### config.mk
export PLATFORM = sky130hd
export DESIGN_NAME = battery_gauge_ema_level_top
export DESIGN_NICKNAME = d
export VERILOG_FILES = /design/src/rtl/core/bge_pkg.sv /design/src/rtl/core/bge_regs.sv /design/src/rtl/core/bge_ctrl.sv /design/src/rtl/core/bge_dpath.sv /design/src/rtl/core/battery_gauge_ema_level_top.sv
export SDC_FILE = /design/constraint.sdc
export NUM_CORES = 2
export LEC_CHECK = 0
export ABC_AREA = 1
export BUFFER_PORTS_ARGS = -buffer_cell sky130_fd_sc_hd__buf_2
export CAP_MARGIN = 20
export CORE_ASPECT_RATIO = 1.25
export CORE_MARGIN = 2
export CORE_UTILIZATION = 60
export CTS_BUF_LIST = sky130_fd_sc_hd__clkbuf_4
export CTS_CLUSTER_SIZE = 14
export DETAILED_ROUTE_END_ITERATION = 10
export HOLD_SLACK_MARGIN = 0.12
export PLACE_DENSITY_LB_ADDON = 0.15
export REMOVE_ABC_BUFFERS = 1
export SYNTH_ARGS = -nofsm -noshare
export SYNTH_HDL_FRONTEND = slang
export SYNTH_SLANG_ARGS = --single-unit
### constraint.sdc
create_clock -name aclk -period 21.5 [get_ports aclk]
set_input_delay 3.225 -clock aclk [delete_from_list [all_inputs] [get_ports aclk]]
set_output_delay 3.225 -clock aclk [all_outputs]
set_load 0.05 [all_outputs]
### src/rtl/core/bge_pkg.sv
// Shared types and constants of the battery gauge: config, commands, states.
`default_nettype none
package bge_pkg;

    localparam int SAMPLE_W  = 12;
    localparam int MV_W      = 16;
    localparam int PCT_W     = 7;
    localparam int LEVEL_W   = 2;
    localparam int FILT_W    = 32;
    localparam int FRAC_W    = 16;
    localparam int NUM_W     = 23;  // ((v - lo) * 100) >> 16 stays below 2^23
    localparam int DIV_STEPS = 23;
    localparam int CNT_W     = 5;
    localparam int ADDR_W    = 5;
    localparam int DATA_W    = 32;

    localparam logic [PCT_W-1:0] PCT_FULL = 7'd100;

    typedef enum logic [2:0] {
        REG_GAIN   = 3'd0,
        REG_ALPHA  = 3'd1,
        REG_EMPTY  = 3'd2,
        REG_FULL   = 3'd3,
        REG_CRIT   = 3'd4,
        REG_LOW    = 3'd5,
        REG_MEDIUM = 3'd6
    } reg_idx_t;

    typedef enum logic [LEVEL_W-1:0] {
        LEVEL_CRITICAL = 2'd0,
        LEVEL_LOW      = 2'd1,
        LEVEL_MEDIUM   = 2'd2,
        LEVEL_HIGH     = 2'd3
    } level_t;

    typedef struct packed {
        logic [MV_W-1:0]  divider_gain;
        logic [MV_W-1:0]  smoothing_alpha;
        logic [MV_W-1:0]  empty_mv;
        logic [MV_W-1:0]  full_mv;
        logic [PCT_W-1:0] critical_pct;
        logic [PCT_W-1:0] low_pct;
        logic [PCT_W-1:0] medium_pct;
    } cfg_t;

    typedef enum logic [2:0] {
        ST_IDLE,
        ST_SCALE,
        ST_EMA,
        ST_UPD,
        ST_PCT,
        ST_DIV,
        ST_DONE
    } state_t;

    typedef struct packed {
        logic load_in;
        logic scale;
        logic ema;
        logic upd;
        logic pct;
        logic div_step;
        logic out_load;
    } cmd_t;

endpackage
`default_nettype wire

### src/rtl/core/bge_regs.sv
// APB configuration register file of the battery gauge.
`default_nettype none
module bge_regs (
    input  wire logic                        aclk,
    input  wire logic                        aresetn,
    input  wire logic                        psel,
    input  wire logic                        penable,
    input  wire logic                        pwrite,
    input  wire logic [bge_pkg::ADDR_W-1:0]  paddr,
    input  wire logic [bge_pkg::DATA_W-1:0]  pwdata,
    output logic      [bge_pkg::DATA_W-1:0]  prdata,
    output logic                             pready,
    output bge_pkg::cfg_t                    cfg
);

    bge_pkg::cfg_t cfg_reg;
    logic [2:0]    idx;
    logic          wr_en;

    assign idx    = paddr[4:2];
    assign wr_en  = psel && penable && pwrite;
    assign pready = 1'b1;
    assign cfg    = cfg_reg;

    always_ff @(posedge aclk) begin
        if (!aresetn) begin
            cfg_reg.divider_gain    <= 16'd8192;
            cfg_reg.smoothing_alpha <= 16'd13107;
            cfg_reg.empty_mv        <= 16'd3400;
            cfg_reg.full_mv         <= 16'd4100;
            cfg_reg.critical_pct    <= 7'd15;
            cfg_reg.low_pct         <= 7'd40;
            cfg_reg.medium_pct      <= 7'd70;
        end else if (wr_en) begin
            unique case (idx)
                bge_pkg::REG_GAIN:   cfg_reg.divider_gain    <= pwdata[15:0];
                bge_pkg::REG_ALPHA:  cfg_reg.smoothing_alpha <= pwdata[15:0];
                bge_pkg::REG_EMPTY:  cfg_reg.empty_mv        <= pwdata[15:0];
                bge_pkg::REG_FULL:   cfg_reg.full_mv         <= pwdata[15:0];
                bge_pkg::REG_CRIT:   cfg_reg.critical_pct    <= pwdata[6:0];
                bge_pkg::REG_LOW:    cfg_reg.low_pct         <= pwdata[6:0];
                bge_pkg::REG_MEDIUM: cfg_reg.medium_pct      <= pwdata[6:0];
                default: ;
            endcase
        end
    end

    always_comb begin
        prdata = '0;
        unique case (idx)
            bge_pkg::REG_GAIN:   prdata = {16'h0, cfg_reg.divider_gain};
            bge_pkg::REG_ALPHA:  prdata = {16'h0, cfg_reg.smoothing_alpha};
            bge_pkg::REG_EMPTY:  prdata = {16'h0, cfg_reg.empty_mv};
            bge_pkg::REG_FULL:   prdata = {16'h0, cfg_reg.full_mv};
            bge_pkg::REG_CRIT:   prdata = {25'h0, cfg_reg.critical_pct};
            bge_pkg::REG_LOW:    prdata = {25'h0, cfg_reg.low_pct};
            bge_pkg::REG_MEDIUM: prdata = {25'h0, cfg_reg.medium_pct};
            default:             prdata = '0;
        endcase
    end

endmodule
`default_nettype wire

### src/rtl/core/bge_ctrl.sv
// Sequencer of the battery gauge: handshakes, step order, divide count.
`default_nettype none
module bge_ctrl (
    input  wire logic     aclk,
    input  wire logic     aresetn,
    input  wire logic     s_tvalid,
    output logic          s_tready,
    output logic          m_tvalid,
    input  wire logic     m_tready,
    output bge_pkg::cmd_t cmd
);

    bge_pkg::state_t          state_reg, state_next;
    logic [bge_pkg::CNT_W-1:0] cnt_reg, cnt_next;
    logic                      valid_reg, valid_next;

    assign m_tvalid = valid_reg;

    always_ff @(posedge aclk) begin
        if (!aresetn) begin
            state_reg <= bge_pkg::ST_IDLE;
            cnt_reg   <= '0;
            valid_reg <= 1'b0;
        end else begin
            state_reg <= state_next;
            cnt_reg   <= cnt_next;
            valid_reg <= valid_next;
        end
    end

    always_comb begin
        state_next = state_reg;
        cnt_next   = cnt_reg;
        cmd        = '0;
        s_tready   = 1'b0;
        unique case (state_reg)
            bge_pkg::ST_IDLE: begin
                s_tready = 1'b1;
                if (s_tvalid) begin
                    cmd.load_in = 1'b1;
                    state_next  = bge_pkg::ST_SCALE;
                end
            end
            bge_pkg::ST_SCALE: begin
                cmd.scale  = 1'b1;
                state_next = bge_pkg::ST_EMA;
            end
            bge_pkg::ST_EMA: begin
                cmd.ema    = 1'b1;
                state_next = bge_pkg::ST_UPD;
            end
            bge_pkg::ST_UPD: begin
                cmd.upd    = 1'b1;
                state_next = bge_pkg::ST_PCT;
            end
            bge_pkg::ST_PCT: begin
                cmd.pct    = 1'b1;
                cnt_next   = '0;
                state_next = bge_pkg::ST_DIV;
            end
            bge_pkg::ST_DIV: begin
                cmd.div_step = 1'b1;
                cnt_next     = cnt_reg + 1'b1;
                if (cnt_reg == bge_pkg::CNT_W'(bge_pkg::DIV_STEPS - 1)) begin
                    state_next = bge_pkg::ST_DONE;
                end
            end
            bge_pkg::ST_DONE: begin
                // hold the result until the output register is free
                if (!valid_reg || m_tready) begin
                    cmd.out_load = 1'b1;
                    state_next   = bge_pkg::ST_IDLE;
                end
            end
            default: state_next = bge_pkg::ST_IDLE;
        endcase
    end

    always_comb begin
        if (cmd.out_load) begin
            valid_next = 1'b1;
        end else if (m_tready) begin
            valid_next = 1'b0;
        end else begin
            valid_next = valid_reg;
        end
    end

endmodule
`default_nettype wire

### src/rtl/core/bge_dpath.sv
// Datapath of the battery gauge: scale, EMA filter, percent divide, output word.
`default_nettype none
module bge_dpath (
    input  wire logic                          aclk,
    input  wire logic                          aresetn,
    input  wire bge_pkg::cfg_t                 cfg,
    input  wire bge_pkg::cmd_t                 cmd,
    input  wire logic [bge_pkg::SAMPLE_W-1:0]  sample,
    output logic      [31:0]                   out_word
);

    logic [bge_pkg::SAMPLE_W-1:0] sample_reg;
    logic [bge_pkg::FILT_W-1:0]   cur_reg;
    logic signed [49:0]           prod_reg;
    logic [bge_pkg::FILT_W-1:0]   filt_reg, filt_next;
    logic                         seeded_reg;
    logic                         gt_reg;
    logic [bge_pkg::NUM_W-1:0]    quo_reg;
    logic [bge_pkg::MV_W-1:0]     rem_reg;
    logic [31:0]                  out_reg;

    logic [27:0]                  scaled_in;
    logic signed [32:0]           diff;
    logic signed [49:0]           prod;
    logic signed [49:0]           acc;
    logic [bge_pkg::FILT_W-1:0]   lo;
    logic [bge_pkg::FILT_W-1:0]   vdiff;
    logic [38:0]                  num_full;
    logic [bge_pkg::MV_W-1:0]     span;
    logic [bge_pkg::MV_W:0]       trial;
    logic                         take;
    logic [bge_pkg::PCT_W-1:0]    pct;
    bge_pkg::level_t              level;
    logic                         crit;

    assign out_word = out_reg;

    // battery mv in Q16.16: pin mv times Q4.12 gain, shifted up by four
    assign scaled_in = {16'h0, sample_reg} * {12'h0, cfg.divider_gain};

    // acc = f * 2^16 + alpha * (cur - f)
    assign diff = $signed({1'b0, cur_reg}) - $signed({1'b0, filt_reg});
    assign prod = $signed({1'b0, cfg.smoothing_alpha}) * diff;
    assign acc  = $signed({2'b00, filt_reg, 16'h0}) + prod_reg;
    assign filt_next = seeded_reg ? acc[47:16] : cur_reg;

    // the span carries 16 zero fraction bits, so drop them from the numerator
    assign lo       = {cfg.empty_mv, 16'h0};
    assign vdiff    = filt_reg - lo;
    assign num_full = {7'h0, vdiff} * 39'd100;
    assign span     = cfg.full_mv - cfg.empty_mv;

    assign trial = {rem_reg, quo_reg[bge_pkg::NUM_W-1]};
    assign take  = trial >= {1'b0, span};

    always_ff @(posedge aclk) begin
        if (!aresetn) begin
            seeded_reg <= 1'b0;
            filt_reg   <= '0;
        end else if (cmd.upd) begin
            seeded_reg <= 1'b1;
            filt_reg   <= filt_next;
        end
    end

    always_ff @(posedge aclk) begin
        if (cmd.load_in) begin
            sample_reg <= sample;
        end
        if (cmd.scale) begin
            cur_reg <= {scaled_in, 4'h0};
        end
        if (cmd.ema) begin
            prod_reg <= prod;
        end
        if (cmd.pct) begin
            gt_reg  <= filt_reg > lo;
            quo_reg <= num_full[38:16];
            rem_reg <= '0;
        end else if (cmd.div_step) begin
            rem_reg <= take ? bge_pkg::MV_W'(trial - {1'b0, span})
                            : bge_pkg::MV_W'(trial);
            quo_reg <= {quo_reg[bge_pkg::NUM_W-2:0], take};
        end
        if (cmd.out_load) begin
            out_reg <= {6'h0, crit, level, pct, filt_reg[31:16]};
        end
    end

    always_comb begin
        if (!gt_reg) begin
            pct = '0;
        end else if (cfg.full_mv <= cfg.empty_mv) begin
            pct = bge_pkg::PCT_FULL;
        end else if (quo_reg > bge_pkg::NUM_W'(bge_pkg::PCT_FULL)) begin
            pct = bge_pkg::PCT_FULL;
        end else begin
            pct = quo_reg[bge_pkg::PCT_W-1:0];
        end

        if (pct >= cfg.medium_pct) begin
            level = bge_pkg::LEVEL_HIGH;
        end else if (pct >= cfg.low_pct) begin
            level = bge_pkg::LEVEL_MEDIUM;
        end else if (pct >= cfg.critical_pct) begin
            level = bge_pkg::LEVEL_LOW;
        end else begin
            level = bge_pkg::LEVEL_CRITICAL;
        end

        crit = pct <= cfg.critical_pct;
    end

endmodule
`default_nettype wire

### src/rtl/core/battery_gauge_ema_level_top.sv
// Top level of the EMA-filtered battery percentage gauge.
//
//  channel   direction  handshake          payload
//  s_ (in)   slave      s_tvalid/s_tready  s_tdata: sample_mv
//  m_ (out)  master     m_tvalid/m_tready  m_tdata: battery_mv, charge_pct, level, critical
//  apb       slave      psel/penable       seven config registers at 4*i
//
// Each word runs from acceptance to the result register through the gain multiply,
// the EMA multiply, the filter update and the percent multiply, then the
// one-bit-per-cycle restoring divide by the voltage span, and the output load.
// A new word is taken once the sequencer is back in idle, even while a result
// still waits in the output register; the next result waits for it to drain.
// aresetn is synchronous, active low: it restores register defaults and unseeds the filter.
`default_nettype none
module battery_gauge_ema_level_top (
    input  wire logic        aclk,
    input  wire logic        aresetn,
    // sample_mv [11:0], zero [15:12]
    input  wire logic [15:0] s_tdata,
    input  wire logic        s_tvalid,
    output logic             s_tready,
    // battery_mv [15:0], charge_pct [22:16], charge_level [24:23],
    // is_critical [25], zero [31:26]
    output logic      [31:0] m_tdata,
    output logic             m_tvalid,
    input  wire logic        m_tready,
    input  wire logic        psel,
    input  wire logic        penable,
    input  wire logic        pwrite,
    input  wire logic [4:0]  paddr,
    input  wire logic [31:0] pwdata,
    output logic      [31:0] prdata,
    output logic             pready
);

    bge_pkg::cfg_t cfg;
    bge_pkg::cmd_t cmd;

    // register file: defaults on reset, written in the APB access phase
    bge_regs u_regs (
        .aclk    (aclk),
        .aresetn (aresetn),
        .psel    (psel),
        .penable (penable),
        .pwrite  (pwrite),
        .paddr   (paddr),
        .pwdata  (pwdata),
        .prdata  (prdata),
        .pready  (pready),
        .cfg     (cfg)
    );

    // sequencer: advance one step per cycle, hold in done until output frees
    bge_ctrl u_ctrl (
        .aclk     (aclk),
        .aresetn  (aresetn),
        .s_tvalid (s_tvalid),
        .s_tready (s_tready),
        .m_tvalid (m_tvalid),
        .m_tready (m_tready),
        .cmd      (cmd)
    );

    // datapath: scale, filter, percent divide and output register
    bge_dpath u_dpath (
        .aclk     (aclk),
        .aresetn  (aresetn),
        .cfg      (cfg),
        .cmd      (cmd),
        .sample   (s_tdata[11:0]),
        .out_word (m_tdata)
    );

`ifndef SYNTHESIS
    // only one word in the datapath at a time
    a_busy_after_accept: assert property (@(posedge aclk) disable iff (!aresetn)
        (s_tvalid && s_tready) |=> !s_tready)
        else $error("input accepted while a word is still in work");

    // never overwrite a result that has not been taken
    a_no_overwrite: assert property (@(posedge aclk) disable iff (!aresetn)
        cmd.out_load |-> (!m_tvalid || m_tready))
        else $error("output register loaded while a result waits");

    // percentage is clamped
    a_pct_range: assert property (@(posedge aclk) disable iff (!aresetn)
        m_tvalid |-> (m_tdata[22:16] <= 7'd100))
        else $error("charge percentage above one hundred");

    // a result appears only in the cycle after an output load
    a_valid_source: assert property (@(posedge aclk) disable iff (!aresetn)
        (!m_tvalid ##1 m_tvalid) |-> $past(cmd.out_load))
        else $error("result valid without an output load");
`endif

endmodule
`default_nettype wire
==> results.cfg <==
[floorplanning]
die_area_mm2 = 0.0795
fp.coreArea_mm2 = 0.0762
die_y_um = 315
start_util_pct = 60.8
rows = 113
pin_count = 127
die_w_um = 253

[worst_hold_path]
whs_path_depth = 1
holdCritStartpoint = u_ctrl.cnt_reg[4]
whs_endpoint = u_ctrl.cnt_reg[4]
hold_path_class = register to register

[clock_network]
cts.repair.resized = 0
clockBufferDepth = 3
htreeDepth = 3
cts.clk_slew.worst_paths_ns = 0.07
cts-buffers-inserted = 69
cts_setup_buffers = 0
ctsHoldBuffers = 0
cts_tree = built
cts.sinks = 265
cts-root-buf = clkbuf_4
clk_latency_ns = 0.81

[critical_path]
r2r_cells = 32
rrSetupSlack_ns = 12.50
start_kind = register
crit_type = register to register
path_max_fanout = 22
cp_data_arrival_time_ns = 9.54
worst_path_most_repeated_cell = inv_1
end_kind = register
crit_slowest_cell = dfxtp_1
r2r-end = u_dpath.prod_reg[45]
cp_slowest_stage_delay_ns = 0.95
required_ns = 22.03
regToRegStartpoint = u_dpath.filt_reg[0]

[global_route]
grt_pass1_wl_um = 225000
grt_pass1_vias = 41500
grt_use_total_pct = 37.0
overflow = 0
antenna_found_initial = 1
grt_max_degree = 81

[timing]
maxSlewViolCount = 0
min_period_ns = 9.00
post-route-period-util_pct = 41.9
finalHoldViolCount = 0
grt_setup_unrepaired = false
final.setup.tns_ns = 0
clock.fmax_ghz = 0.111
finalClockSkew_ns = 0.0736
tightest_slew_ns = 1.20
setup_viol = 0
relSlewSlack_pct = 19.6

[job]
drv_cap = 0

[drt]
wl_um = 143000
first_pass_iters = 6
drc = 0
vias = 41000
vias_per_cell = 5.62
wire_per_inst_um = 19.6
ant_nets = 0
drt_iter0_drc = 3292

[finish]
layout_common_cells = inv_1, nand2_1, fa_1
seqCellArea_mm2 = 0.00653
final_common_cell = inv_1
syn_to_final_growth_pct = 4.52
multiInputGateArea_mm2 = 0.0336
n_fill_cell = 7024
largest_reg_flops = 85
layout.nets = 7387
drive_gt1_share_pct = 5.20

[yosys]
yosys_warnings = 0
synth_area_leaders = fa_1, inv_1, ha_1, nand2_1, edfxtp_1
seq_area_frac_synth_pct = 14.1
synth_cells = 6233
yosysUniqueCellTypes = 66
netlist_area_mm2 = 0.0463
yosys_register_bits = 265
synth_top_flop_cell = dfxtp_1
async_reset_ff_share_pct = 0
yosys.area.top_type = fa_1
synth_edf_count = 122
netlist.area_leader.share_pct = 28.5
syn_avg_cell_area_um2 = 7.43

[placement]
place.gp.congestion = 1.01
hpwl_um = 117000
io_buffers = 81

[status]
status = complete, no violations
==> final cells by class <==
class,instances,area share [%]
diodes,2,0.0103
clock buffers,96,1.49
clock inverters,28,0.473
inverters,1459,11.3
multi-input cells,4339,69.3
flip-flops and latches,265,13.5
well taps,977,2.52
repair buffers,119,1.43
==> worst max-delay path, delay by kind of cell, from the launching register on <==
kind | cells | cell delay (ns)
AOI/OAI and AO/OA | 3 | 0.69
buffers and inverters | 9 | 0.86
xor gates and xnor gates | 1 | 0.49
adders and majority gates | 8 | 3.75
DFF | 1 | 0.95
and+or+nand+nor | 11 | 2.00
==> worst max path at each step <==
stage          cells after the start  slack, ns                 from              endpoint
5_1_grt                           35      12.05  u_dpath.filt_reg[0]  u_dpath.prod_reg[39]
3_5_place_dp                      35      12.65  u_dpath.filt_reg[0]  u_dpath.prod_reg[39]
4_1_cts                           33      12.67  u_dpath.filt_reg[0]  u_dpath.prod_reg[39]
2_1_floorplan                      3      13.76             paddr[2]            prdata[14]
3_3_place_gp                      35      12.66  u_dpath.filt_reg[0]  u_dpath.prod_reg[39]
6_report                          32      12.50  u_dpath.filt_reg[0]  u_dpath.prod_reg[45]
==> cell families after synthesis <==
group	synth area share [%]
flops	14.1
other cells	0.0162
simple gates	22.2
xor+xnor	2.19
compound gates	8.16
buf+inv	13.7
fa+ha+maj	39.7
==> cells in the mapped netlist (4+ instances only) <==
library cell,instances
nor2_2,4
o211ai_1,27
xnor2_1,47
a221oi_1,10
xor2_1,60
dfxtp_1,143
and2_1,6
nand2_1,1366
nand3_2,4
buf_6,4
a21oi_2,5
buf_2,20
nand2_2,20
inv_2,13
edfxtp_1,122
fa_1,659
nand2_4,5
or2_2,26
nor4_1,16
a21o_1,23
a211oi_1,6
nand4_1,33
clkinv_1,6
clkbuf_1,136
a21boi_0,15
buf_1,5
a31oi_1,10
a21oi_1,288
nand3b_1,25
buf_4,26
nor2_1,577
or2_1,8
o21ai_0,180
o21a_1,16
a221o_1,8
ha_1,415
o21bai_1,30
o31ai_1,4
and3_1,7
nor3_1,44
inv_1,1440
nand3_1,325
o22ai_1,18
==> per-stage QoR <==
stage / hold slack, ns / setup WS [ns] / instances / utilization (%) / instance area [um^2]
final: 0.471 / 12.50 / 7285 / 63.5 / 48400
after global routing: 0.487 / 12.05 / 7284 / 63.5 / 48400
after CTS: 0.472 / 12.67 / 7283 / 63.5 / 48400
after detailed placement: 0.458 / 12.65 / 7159 / 62.3 / 47500
after global placement: 0.455 / 12.66 / 7159 / 62.3 / 47500
after floorplan: 0.436 / 13.76 / 6063 / - / 45500
==> layer usage <==
metal	wire length [um]	global-route usage (%)	up-vias
met5	0	0	-
met4	8320	18.7	0
met3	10800	4.47	474
met2	69800	64.3	1793
met1	54000	45.3	19600
li1	-	-	19100
Power is not shown: default switching activity piles up to over one toggle a cycle in this logic, so the estimate is an artifact.
